## src/design/sdf_pkg.sv

```systemverilog
package sdf_pkg;

  localparam int IN_TDATA_W  = 48;
  localparam int IN_TUSER_W  = 2;
  localparam int OUT_TDATA_W = 8;
  localparam int CFG_ADDR_W  = 3;
  localparam int CFG_DATA_W  = 32;
  localparam int SHIFT_W     = 40;
  localparam int NBYTES_W    = 3;

  localparam logic [1:0] CMD_FRAME = 2'd0;
  localparam logic [1:0] CMD_START = 2'd1;
  localparam logic [1:0] CMD_DATA  = 2'd2;
  localparam logic [1:0] CMD_END   = 2'd3;

  localparam logic [CFG_ADDR_W-1:0] ADDR_CRC_ENABLE = 3'd0;

  localparam logic [6:0]  CRC7_POLY    = 7'h09;
  localparam logic [15:0] CRC16_POLY   = 16'h1021;
  localparam logic [7:0]  CMD_PREFIX   = 8'h40;
  localparam logic        CRC7_END     = 1'b1;
  localparam logic [7:0]  STUFF_BYTE   = 8'hFF;
  localparam logic [7:0]  TOKEN_SINGLE = 8'hFE;
  localparam logic [7:0]  TOKEN_MULTI  = 8'hFC;

  localparam logic [NBYTES_W-1:0] LEN_FRAME = 3'd6;
  localparam logic [NBYTES_W-1:0] LEN_ONE   = 3'd1;
  localparam logic [NBYTES_W-1:0] LEN_END   = 3'd2;

  // One queued request: bytes left-aligned, sent from the top byte down
  typedef struct packed {
    logic                is_frame;
    logic                crc_en;
    logic [NBYTES_W-1:0] nbytes;
    logic [SHIFT_W-1:0]  data;
  } q_entry_t;

  function automatic logic [6:0] crc7_byte(input logic [6:0] crc_in, input logic [7:0] b);
    logic [6:0] c;
    logic       fb;
    c = crc_in;
    for (int i = 7; i >= 0; i--) begin
      fb = c[6] ^ b[i];
      c  = {c[5:0], 1'b0};
      if (fb) begin
        c = c ^ CRC7_POLY;
      end
    end
    return c;
  endfunction

  function automatic logic [15:0] crc16_byte(input logic [15:0] crc_in, input logic [7:0] b);
    logic [15:0] c;
    c = crc_in ^ {b, 8'h00};
    for (int i = 0; i < 8; i++) begin
      if (c[15]) begin
        c = {c[14:0], 1'b0} ^ CRC16_POLY;
      end else begin
        c = {c[14:0], 1'b0};
      end
    end
    return c;
  endfunction

endpackage

```

## src/design/sd_spi_command_data_framer.sv

```systemverilog
// SD-card SPI transmit framer.
// Input stream: in_tuser selects the request (frame command, block start,
// data byte, block end); in_tdata carries its fields. Output stream: one
// MOSI byte per transfer, out_tlast on the final byte of each request.
// A frame command gives six bytes (0x40|index, argument MSB first, CRC7
// with end bit); block start gives the 0xFE/0xFC token and clears the
// CRC16; a data byte is echoed and folded into the CRC16; block end gives
// the CRC16 high then low. With crc_enable clear, CRC bytes read 0xFF.
// The front end takes one request per cycle while the queue has room and
// updates the CRC16 on acceptance; the serializer sends one byte per cycle
// while the receiver is ready, as do data byte requests. A byte passes the
// queue, current and output registers. A frame command holds the serializer
// for six bytes, block end for two. On a receiver stall the output register
// holds and the queue (QUEUE_DEPTH requests) fills before in_tready drops.
// Reset empties the queue, clears the CRC16 and sets crc_enable.
module sd_spi_command_data_framer #(
  parameter int QUEUE_DEPTH = 4
) (
  input  logic                            clk,
  input  logic                            rst_n,
  input  logic                            in_tvalid,
  output logic                            in_tready,
  // [5:0] cmd_index, [37:6] argument, [38] multi_block, [46:39] data_byte
  input  logic [sdf_pkg::IN_TDATA_W-1:0]  in_tdata,
  // [1:0] command
  input  logic [sdf_pkg::IN_TUSER_W-1:0]  in_tuser,
  output logic                            out_tvalid,
  input  logic                            out_tready,
  // [7:0] out_byte
  output logic [sdf_pkg::OUT_TDATA_W-1:0] out_tdata,
  output logic                            out_tlast,
  input  logic                            psel,
  input  logic                            penable,
  input  logic                            pwrite,
  input  logic [sdf_pkg::CFG_ADDR_W-1:0]  paddr,
  input  logic [sdf_pkg::CFG_DATA_W-1:0]  pwdata,
  output logic [sdf_pkg::CFG_DATA_W-1:0]  prdata,
  output logic                            pready
);
  import sdf_pkg::*;

  logic     crc_enable_r;
  logic     cfg_wr;
  logic     q_push;
  logic     q_full;
  logic     q_pop;
  logic     q_valid;
  q_entry_t q_wdata;
  q_entry_t q_rdata;

  assign pready = 1'b1;
  assign cfg_wr = psel && penable && pwrite && pready;

  // register index is paddr[2]; byte lanes are ignored
  always_ff @(posedge clk) begin
    if (!rst_n) begin
      crc_enable_r <= 1'b1;
    end else if (cfg_wr && (paddr[2] == ADDR_CRC_ENABLE[2])) begin
      crc_enable_r <= pwdata[0];
    end
  end

  assign prdata = (paddr[2] == ADDR_CRC_ENABLE[2]) ? {31'h0, crc_enable_r} : '0;

  sdf_front u_front (
    .clk        (clk),
    .rst_n      (rst_n),
    .crc_enable (crc_enable_r),
    .in_tvalid  (in_tvalid),
    .in_tready  (in_tready),
    .in_tdata   (in_tdata),
    .in_tuser   (in_tuser),
    .q_full     (q_full),
    .q_push     (q_push),
    .q_wdata    (q_wdata)
  );

  sdf_fifo #(
    .DEPTH (QUEUE_DEPTH)
  ) u_fifo (
    .clk    (clk),
    .rst_n  (rst_n),
    .push   (q_push),
    .wdata  (q_wdata),
    .full   (q_full),
    .pop    (q_pop),
    .rvalid (q_valid),
    .rdata  (q_rdata)
  );

  sdf_back u_back (
    .clk        (clk),
    .rst_n      (rst_n),
    .q_valid    (q_valid),
    .q_rdata    (q_rdata),
    .q_pop      (q_pop),
    .out_tvalid (out_tvalid),
    .out_tready (out_tready),
    .out_tdata  (out_tdata),
    .out_tlast  (out_tlast)
  );

endmodule

```

## src/design/sdf_front.sv

```systemverilog
module sdf_front (
  input  logic                           clk,
  input  logic                           rst_n,
  input  logic                           crc_enable,
  input  logic                           in_tvalid,
  output logic                           in_tready,
  input  logic [sdf_pkg::IN_TDATA_W-1:0] in_tdata,
  input  logic [sdf_pkg::IN_TUSER_W-1:0] in_tuser,
  input  logic                           q_full,
  output logic                           q_push,
  output sdf_pkg::q_entry_t              q_wdata
);
  import sdf_pkg::*;

  logic [5:0]  cmd_index;
  logic [31:0] argument;
  logic        multi_block;
  logic [7:0]  data_byte;
  logic [15:0] data_crc_r;
  logic [15:0] data_crc_nxt;

  assign cmd_index   = in_tdata[5:0];
  assign argument    = in_tdata[37:6];
  assign multi_block = in_tdata[38];
  assign data_byte   = in_tdata[46:39];

  assign in_tready = !q_full;
  assign q_push    = in_tvalid && !q_full;

  always_comb begin
    data_crc_nxt     = data_crc_r;
    q_wdata.is_frame = 1'b0;
    q_wdata.crc_en   = crc_enable;
    q_wdata.nbytes   = LEN_ONE;
    q_wdata.data     = '0;
    unique case (in_tuser)
      CMD_FRAME: begin
        q_wdata.is_frame = 1'b1;
        q_wdata.nbytes   = LEN_FRAME;
        q_wdata.data     = {CMD_PREFIX | {2'b00, cmd_index}, argument};
      end
      CMD_START: begin
        data_crc_nxt = '0;
        q_wdata.data = {(multi_block ? TOKEN_MULTI : TOKEN_SINGLE), 32'h0};
      end
      CMD_DATA: begin
        data_crc_nxt = crc16_byte(data_crc_r, data_byte);
        q_wdata.data = {data_byte, 32'h0};
      end
      CMD_END: begin
        q_wdata.nbytes = LEN_END;
        q_wdata.data   = {(crc_enable ? data_crc_r : {STUFF_BYTE, STUFF_BYTE}), 24'h0};
      end
      default: begin
        q_wdata.data = '0;
      end
    endcase
  end

  always_ff @(posedge clk) begin
    if (!rst_n) begin
      data_crc_r <= '0;
    end else if (q_push) begin
      data_crc_r <= data_crc_nxt;
    end
  end

endmodule

```

## src/design/sdf_fifo.sv

```systemverilog
module sdf_fifo #(
  parameter int DEPTH = 4
) (
  input  logic              clk,
  input  logic              rst_n,
  input  logic              push,
  input  sdf_pkg::q_entry_t wdata,
  output logic              full,
  input  logic              pop,
  output logic              rvalid,
  output sdf_pkg::q_entry_t rdata
);
  import sdf_pkg::*;

  localparam int PtrW = (DEPTH > 1) ? $clog2(DEPTH) : 1;
  localparam int CntW = $clog2(DEPTH + 1);

  q_entry_t          slot_r [DEPTH];
  logic [PtrW-1:0]   wr_ptr_r;
  logic [PtrW-1:0]   rd_ptr_r;
  logic [CntW-1:0]   count_r;
  logic              do_push;
  logic              do_pop;

  assign full    = (count_r == CntW'(DEPTH));
  assign rvalid  = (count_r != '0);
  assign rdata   = slot_r[rd_ptr_r];
  assign do_push = push && !full;
  assign do_pop  = pop && rvalid;

  always_ff @(posedge clk) begin
    if (do_push) begin
      slot_r[wr_ptr_r] <= wdata;
    end
  end

  always_ff @(posedge clk) begin
    if (!rst_n) begin
      wr_ptr_r <= '0;
      rd_ptr_r <= '0;
      count_r  <= '0;
    end else begin
      if (do_push) begin
        wr_ptr_r <= (wr_ptr_r == PtrW'(DEPTH - 1)) ? '0 : wr_ptr_r + 1'b1;
      end
      if (do_pop) begin
        rd_ptr_r <= (rd_ptr_r == PtrW'(DEPTH - 1)) ? '0 : rd_ptr_r + 1'b1;
      end
      if (do_push && !do_pop) begin
        count_r <= count_r + 1'b1;
      end else if (do_pop && !do_push) begin
        count_r <= count_r - 1'b1;
      end
    end
  end

endmodule

```

## src/design/sdf_back.sv

```systemverilog
module sdf_back (
  input  logic                            clk,
  input  logic                            rst_n,
  input  logic                            q_valid,
  input  sdf_pkg::q_entry_t               q_rdata,
  output logic                            q_pop,
  output logic                            out_tvalid,
  input  logic                            out_tready,
  output logic [sdf_pkg::OUT_TDATA_W-1:0] out_tdata,
  output logic                            out_tlast
);
  import sdf_pkg::*;

  logic                cur_valid_r;
  logic [SHIFT_W-1:0]  shift_r;
  logic [NBYTES_W-1:0] rem_r;
  logic                is_frame_r;
  logic                crc_en_r;
  logic [6:0]          crc7_r;
  logic                out_valid_r;
  logic [7:0]          out_byte_r;
  logic                out_last_r;

  logic       emit;
  logic       final_byte;
  logic       load;
  logic [7:0] cur_byte;

  assign emit       = cur_valid_r && (!out_valid_r || out_tready);
  assign final_byte = (rem_r == LEN_ONE);
  assign load       = q_valid && (!cur_valid_r || (emit && final_byte));
  assign q_pop      = load;

  always_comb begin
    if (is_frame_r && final_byte) begin
      cur_byte = crc_en_r ? {crc7_r, CRC7_END} : STUFF_BYTE;
    end else begin
      cur_byte = shift_r[SHIFT_W-1 -: 8];
    end
  end

  always_ff @(posedge clk) begin
    if (!rst_n) begin
      cur_valid_r <= 1'b0;
    end else if (load) begin
      cur_valid_r <= 1'b1;
    end else if (emit && final_byte) begin
      cur_valid_r <= 1'b0;
    end
  end

  always_ff @(posedge clk) begin
    if (load) begin
      shift_r    <= q_rdata.data;
      rem_r      <= q_rdata.nbytes;
      is_frame_r <= q_rdata.is_frame;
      crc_en_r   <= q_rdata.crc_en;
      crc7_r     <= '0;
    end else if (emit) begin
      shift_r <= {shift_r[SHIFT_W-9:0], 8'h00};
      rem_r   <= rem_r - 1'b1;
      crc7_r  <= crc7_byte(crc7_r, shift_r[SHIFT_W-1 -: 8]);
    end
  end

  always_ff @(posedge clk) begin
    if (!rst_n) begin
      out_valid_r <= 1'b0;
    end else if (emit) begin
      out_valid_r <= 1'b1;
    end else if (out_tready) begin
      out_valid_r <= 1'b0;
    end
  end

  always_ff @(posedge clk) begin
    if (emit) begin
      out_byte_r <= cur_byte;
      out_last_r <= final_byte;
    end
  end

  assign out_tvalid = out_valid_r;
  assign out_tdata  = out_byte_r;
  assign out_tlast  = out_last_r;

endmodule

```

## config.mk

```make
export PLATFORM = sky130hd
export DESIGN_NAME = sd_spi_command_data_framer
export DESIGN_NICKNAME = d
export VERILOG_FILES = /design/src/design/sdf_pkg.sv /design/src/design/sd_spi_command_data_framer.sv /design/src/design/sdf_front.sv /design/src/design/sdf_fifo.sv /design/src/design/sdf_back.sv
export SDC_FILE = /design/constraint.sdc
export NUM_CORES = 1
export LEC_CHECK = 0
export ABC_AREA = 1
export BUFFER_PORTS_ARGS = -buffer_cell sky130_fd_sc_hd__buf_2
export CAP_MARGIN = 20
export CORE_MARGIN = 1.5
export CORE_UTILIZATION = 50
export DETAILED_ROUTE_END_ITERATION = 10
export GPL_ROUTABILITY_DRIVEN = 1
export PLACE_DENSITY = 0.7
export SETUP_SLACK_MARGIN = 0.4
export SLEW_MARGIN = 20
export SYNTH_ARGS = -nofsm -noshare
export SYNTH_HDL_FRONTEND = slang
export SYNTH_SLANG_ARGS = --single-unit
```

## constraint.sdc

```tcl
create_clock -name clk -period 3.6 [get_ports clk]
set_clock_uncertainty 0.1 [all_clocks]
set_input_delay 0 -clock clk [delete_from_list [all_inputs] [get_ports clk]]
set_output_delay 0 -clock clk [all_outputs]
set_load 0.02 [all_outputs]
```

==> results of run 1 <==
==> final cells by class <==
cell class,count,share of cell area
Clock buffer,36,0.0548
Sequential cell,265,0.563
Multi-Input combinational cell,703,0.245
Tap cell,285,0.0264
Timing Repair Buffer,142,0.0771
Inverter,87,0.0242
Clock inverter,16,0.00926
==> per-layer routing <==
metal | vias up | track usage | wire (um)
met3 | 57 | 0.0314 | 1220
met2 | 251 | 0.362 | 12000
li1 | 3938 | - | -
met4 | 0 | 0.0730 | 707
met1 | 3757 | 0.251 | 10300
met5 | - | 0 | 0
==> final timing paths <==
check | cells after the start | slack [ns] | end | start
worst max-delay path | 9 | 0.82 | u_fifo.slot_r[1][35] | in_tuser[1]
worst min-delay path | 4 | 0.08 | u_fifo.slot_r[0][33] | in_tdata[38]
worst max register to register | 8 | 1.24 | u_back.shift_r[13] | u_back.rem_r[1]
worst min register to register | 2 | 0.40 | u_back.crc7_r[2] | u_back.crc7_r[2]
==> layout by cell type, fill, tap and decap left out, drive strengths merged, types with 36 or more instances in the layout <==
cell and n:
clkbuf 36, o22ai 36, nand2 252, buf 83, o21ai 126, edfxtp 230, dlygate4sd3 59, inv 85
nor2 146, nand3 36
==> where the power goes <==
group	switching (mW)	internal, mW
clock network	1.16	1.53
registers	0.220	4.23
logic	2.28	0.983
total	3.65	6.74
==> registers in the layout (all words and copies together), names as in the netlist, named ones only <==
register,cells
u_fifo.slot_r,176
u_back.shift_r,40
u_front.data_crc_r,16
u_back.out_tdata,8
u_back.crc7_r,7
u_back.rem_r,3
u_fifo.count_r,3
u_fifo.rd_ptr_r,2
u_fifo.wr_ptr_r,2
crc_enable_r,1
u_back.crc_en_r,1
u_back.cur_valid_r,1
u_back.is_frame_r,1
u_back.out_tlast,1
u_back.out_tvalid,1
==> logic make-up (layout without fill, tap and decap cells) <==
group                    Yosys count  after routing  share of synthesized area
XOR/XNOR                          17             17                     0.0128
other                              2             32                   0.000645
flip-flops                       265            265                      0.654
AND/OR/NAND/NOR                  434            434                      0.148
AO/OA/AOI/OAI                    207            207                     0.0956
adder cells (fa/ha/maj)           13             13                     0.0146
buffers and inverters            166            281                     0.0744
==> worst reg2reg max path: stages, from the launching register on <==
cell and delay [ns]:
edfxtp_1 0.36, inv_1 0.08, ha_1 0.13, nand2_1 0.11, o21ai_2 0.19, nand2_2 0.12
buf_4 0.31, nand2_2 0.11, buf_4 0.47
==> per-stage QoR <==
stage	setup slack, ns	util	total power, mW	area [um2]
after global placement	1.21	0.531	7.64	12100
after global routing	0.700	0.595	11.0	13500
after CTS	0.903	0.595	10.5	13500
final	0.821	0.595	10.4	13500
after detailed placement	1.20	0.531	7.71	12100
after floorplan	0.414	-	7.01	11700
==> flow_summary.json, run 1 <==
{
  "outcome": "finished clean",
  "clk_pin_slew_ns": 0.06,
  "drive_gt1_frac": 0.113,
  "p_leak_nw": 5.43,
  "clock-root-buffer": "clkbuf_16",
  "die_y_um": 156,
  "routed_via_density": 5.22,
  "totalWireLength_um": 24300,
  "cts-resized-gates": 0,
  "cts_buffers": 28,
  "cp_cell_sequence": "dlygate4sd3_1 -> buf_2 -> inv_1 -> ha_1 -> buf_4 -> inv_1 -> nor2_1 -> a31oi_1 -> dlygate4sd3_1",
  "clock_latency_ns": 0.54,
  "post_drt_wl_per_cell_um": 15.8,
  "finalCriticalPeriod_ns": 2.78,
  "fin_crit_sh": 0.772,
  "synth_area_um2": 11600,
  "synth_top_area_frac": 0.594,
  "synthFlopType": "edfxtp_1",
  "grt_use_total": 0.203,
  "multiInputGateArea_um2": 3310,
  "grt_pass1_vias": 7676,
  "yosys.area.top_type": "edfxtp_1",
  "fp-row-count": 55,
  "cp-end-kind": "flop",
  "portBuffers": 69,
  "antenna_found_initial": 0,
  "yosysMostFrequentCell": "nand2_1",
  "layout.nets": 1332,
  "worst_pin_slew_ns": 0.907,
  "maxCapViolCount": 0,
  "drt-initial-drc-count": 665,
  "rsz0062_at_grt": "false",
  "worstSetupPathType": "in2reg",
  "worstPathArrival_ns": 2.94,
  "worstPathRequired_ns": 3.76,
  "num-fill-cells": 1801,
  "gp_congestion": 0.835,
  "top_level_ports": 136,
  "antennaDiodeCount": 0,
  "async_flop_share": 0,
  "instances_no_fill": 1534,
  "drtAntennaViolNets": 0,
  "syn_avg_cell_area_um2": 10.5,
  "yosysUniqueCellTypes": 34,
  "cts_setup_buffers": 0,
  "dp_hpwl_um": 13700,
  "seq_area_um2": 7610,
  "path_max_fanout": 25,
  "cp_slowest_stage_delay_ns": 0.67,
  "slew_headroom": 0.388,
  "cts_tree": "built",
  "dp.cells": 1423,
  "overflow": 0,
  "synth_commonest_cells": "nand2_1, edfxtp_1, nor2_1",
  "holdCritPathClass": "in2reg",
  "hold_viol": 0,
  "cellPowerDensity_nw_per_um2": 770,
  "ys_seq_area_frac": 0.654,
  "ir_drop_v": 0.000451,
  "critPathLaunchType": "input pin",
  "synth-seq-cells": 265,
  "grt_max_degree": 59,
  "ys_top_cells_by_area": "edfxtp_1, nand2_1, dfxtp_1",
  "synth_edf_count": 230,
  "netlist_instances": 1104,
  "ys_warn_count": 0,
  "critical-path-top-delay-family": "buffers and inverters",
  "grt_pass1_wl_um": 38400,
  "die-area_um2": 24200,
  "clockBufferDepth": 3,
  "setup_viol": 0,
  "syn_to_final_growth_pct": 16.1,
  "initial_utilization": 0.512,
  "finalSetupTns_ns": 0,
  "htreeDepth": 1,
  "fmax_mhz": 360,
  "vias": 8003,
  "core_area_um2": 22700,
  "die_w_um": 156,
  "cts.sinks": 265,
  "fin_hold_ws_ns": 0.0787,
  "critical_path_buf_inv_count": 6,
  "slowest_stage": "dlygate4sd3_1",
  "drv_slew": 0,
  "postCtsHoldBufs": 59,
  "drc": 0,
  "first_pass_iters": 5
}
Note: power is estimated with default switching activity, not from simulation.
==> run 2, diff against run 1 <==
- clock period: 3.6 -> 2.82 ns (I/O delays scaled with it)
==> run 2 against run 1 <==
Combinational power increased by 31%. Sequential power grew 28%. Setup slack got worse by 0.20 ns.
==> flow_summary.json, run 2 (synthesized netlist as in run 1, its figures left out) <==
{
  "fmax_mhz": 455,
  "hold_viol": 0,
  "vias": 8058,
  "dp_hpwl_um": 13700,
  "setup_viol": 0,
  "num-fill-cells": 1796,
  "syn_to_final_growth_pct": 17.2,
  "multiInputGateArea_um2": 3310,
  "htreeDepth": 1,
  "rsz0062_at_grt": "false",
  "antenna_found_initial": 0,
  "die_w_um": 156,
  "critPathLaunchType": "flop",
  "final_core_util": 0.600,
  "largest_registers": "u_fifo.slot_r: 176 flops, u_back.shift_r: 40 flops, u_front.data_crc_r: 16 flops",
  "cts_tree": "built",
  "post_drt_wl_per_cell_um": 15.6,
  "top_level_ports": 136,
  "slowest_stage": "fa_1",
  "finalSetupTns_ns": 0,
  "maxCapViolCount": 0,
  "seq_area_um2": 7610,
  "layout.nets": 1333,
  "placed_cell_area_um2": 12100,
  "gp_congestion": 0.820,
  "die_y_um": 156,
  "grt_max_degree": 89,
  "fin_hold_ws_ns": 0.120,
  "holdCritPathClass": "in2reg",
  "ir_drop_v": 0.000711,
  "path_max_fanout": 5,
  "cts_buffers": 27,
  "drv_slew": 0,
  "worst_pin_slew_ns": 0.659,
  "finalInstanceArea_um2": 13600,
  "clock-root-buffer": "clkbuf_16",
  "core_area_um2": 22700,
  "grt_pass1_wl_um": 38100,
  "routed_via_density": 5.25,
  "antennaDiodeCount": 0,
  "slew_headroom": 0.558,
  "initial_utilization": 0.512,
  "worstSetupPathType": "reg2reg",
  "outcome": "finished clean",
  "drive_gt1_frac": 0.121,
  "worstPathArrival_ns": 2.57,
  "final_common_cell": "nand2_1",
  "totalWireLength_um": 24000,
  "layout_common_cells": "nand2_1, edfxtp_1, nor2_1, o21ai_0, inv_1",
  "cts.sinks": 265,
  "drtAntennaViolNets": 0,
  "die-area_um2": 24200,
  "drt-initial-drc-count": 758,
  "clk_pin_slew_ns": 0.06,
  "worstPathRequired_ns": 3.19,
  "total_power_mw": 13.5,
  "first_pass_iters": 5,
  "finalCriticalPeriod_ns": 2.20,
  "grt_use_total": 0.201,
  "grt_pass1_vias": 7622,
  "cp_cell_sequence": "ha_1 -> nand2_1 -> o21ai_2 -> nand2_2 -> ha_1 -> inv_1 -> fa_1 -> nor2_1 -> nor2_1 -> nand2_1 -> o21ai_0 -> a21oi_1",
  "place_ws_ns": 0.629,
  "largest_reg_flops": 176,
  "fp-row-count": 55,
  "cellPowerDensity_nw_per_um2": 990,
  "overflow": 0,
  "dp.cells": 1424,
  "clockBufferDepth": 3,
  "fin_crit_sh": 0.780,
  "cp_slowest_stage_delay_ns": 0.43,
  "instances_no_fill": 1534,
  "cp-end-kind": "flop",
  "portBuffers": 69,
  "regMostFlops": "u_fifo.slot_r",
  "p_leak_nw": 5.48,
  "clock_latency_ns": 0.54,
  "setup_ws_ns": 0.621,
  "drc": 0
}
## run 2: changes by cell type in the layout (fill, tap and decap cells not counted), moves of 3 or more
cell        before  now
buf_12           0    7
buf_4           14    9
clkinv_1         9    4
clkinv_2         4    9
clkbuf_1         7    3
clkinvlp_4       1    4
## run 2: cell type report
type	count	share of cell area
clock inverters	20	0.0150
inverters	87	0.0239
repair buffers	144	0.0839
well taps	285	0.0261
clock buffers	30	0.0504
flip-flops and latches	265	0.558
multi-input cells	703	0.243
## run 2: critical path: cells and delay by family (launching register included)
| kind | cells | cell delay [ns] |
|---|---|---|
| AO/OA/AOI/OAI | 3 | 0.27 |
| adder cells (fa/ha/maj) | 3 | 0.81 |
| flip-flops | 1 | 0.42 |
| buffers and inverters | 1 | 0.07 |
| AND/OR/NAND/NOR | 5 | 0.46 |
## run 2: power by group
part,internal (mW),switching (mW)
registers,5.40,0.297
logic,1.35,2.92
clock network,2.05,1.48
## run 2: worst paths after layout
check	from	to	slack (ns)	depth (start not counted)
max reg2reg	u_back.rem_r[0]	u_fifo.count_r[2]	0.62	12
max	u_back.rem_r[0]	u_fifo.count_r[2]	0.62	12
min	in_tdata[38]	u_fifo.slot_r[3][33]	0.12	4
min reg2reg	u_back.crc7_r[2]	u_back.crc7_r[2]	0.39	2
## run 2: what timing repair did
action | CTS | global route
hold buffers | 59 | 0
gates resized for setup | 0 | 1
setup buffers | 0 | 1
setup endpoints to repair | 0 | 5
hold endpoints to repair | 191 | 0
## run 2: layer usage
layer  part of all wire  GRT usage  up-vias  wire length, um
li1                   -          -     3920                -
met5                  0          0        -                0
met1               0.42      0.272     3788             9950
met3              0.074     0.0289       36             1770
met2               0.49      0.343      314            11800
met4              0.019     0.0526        0              451
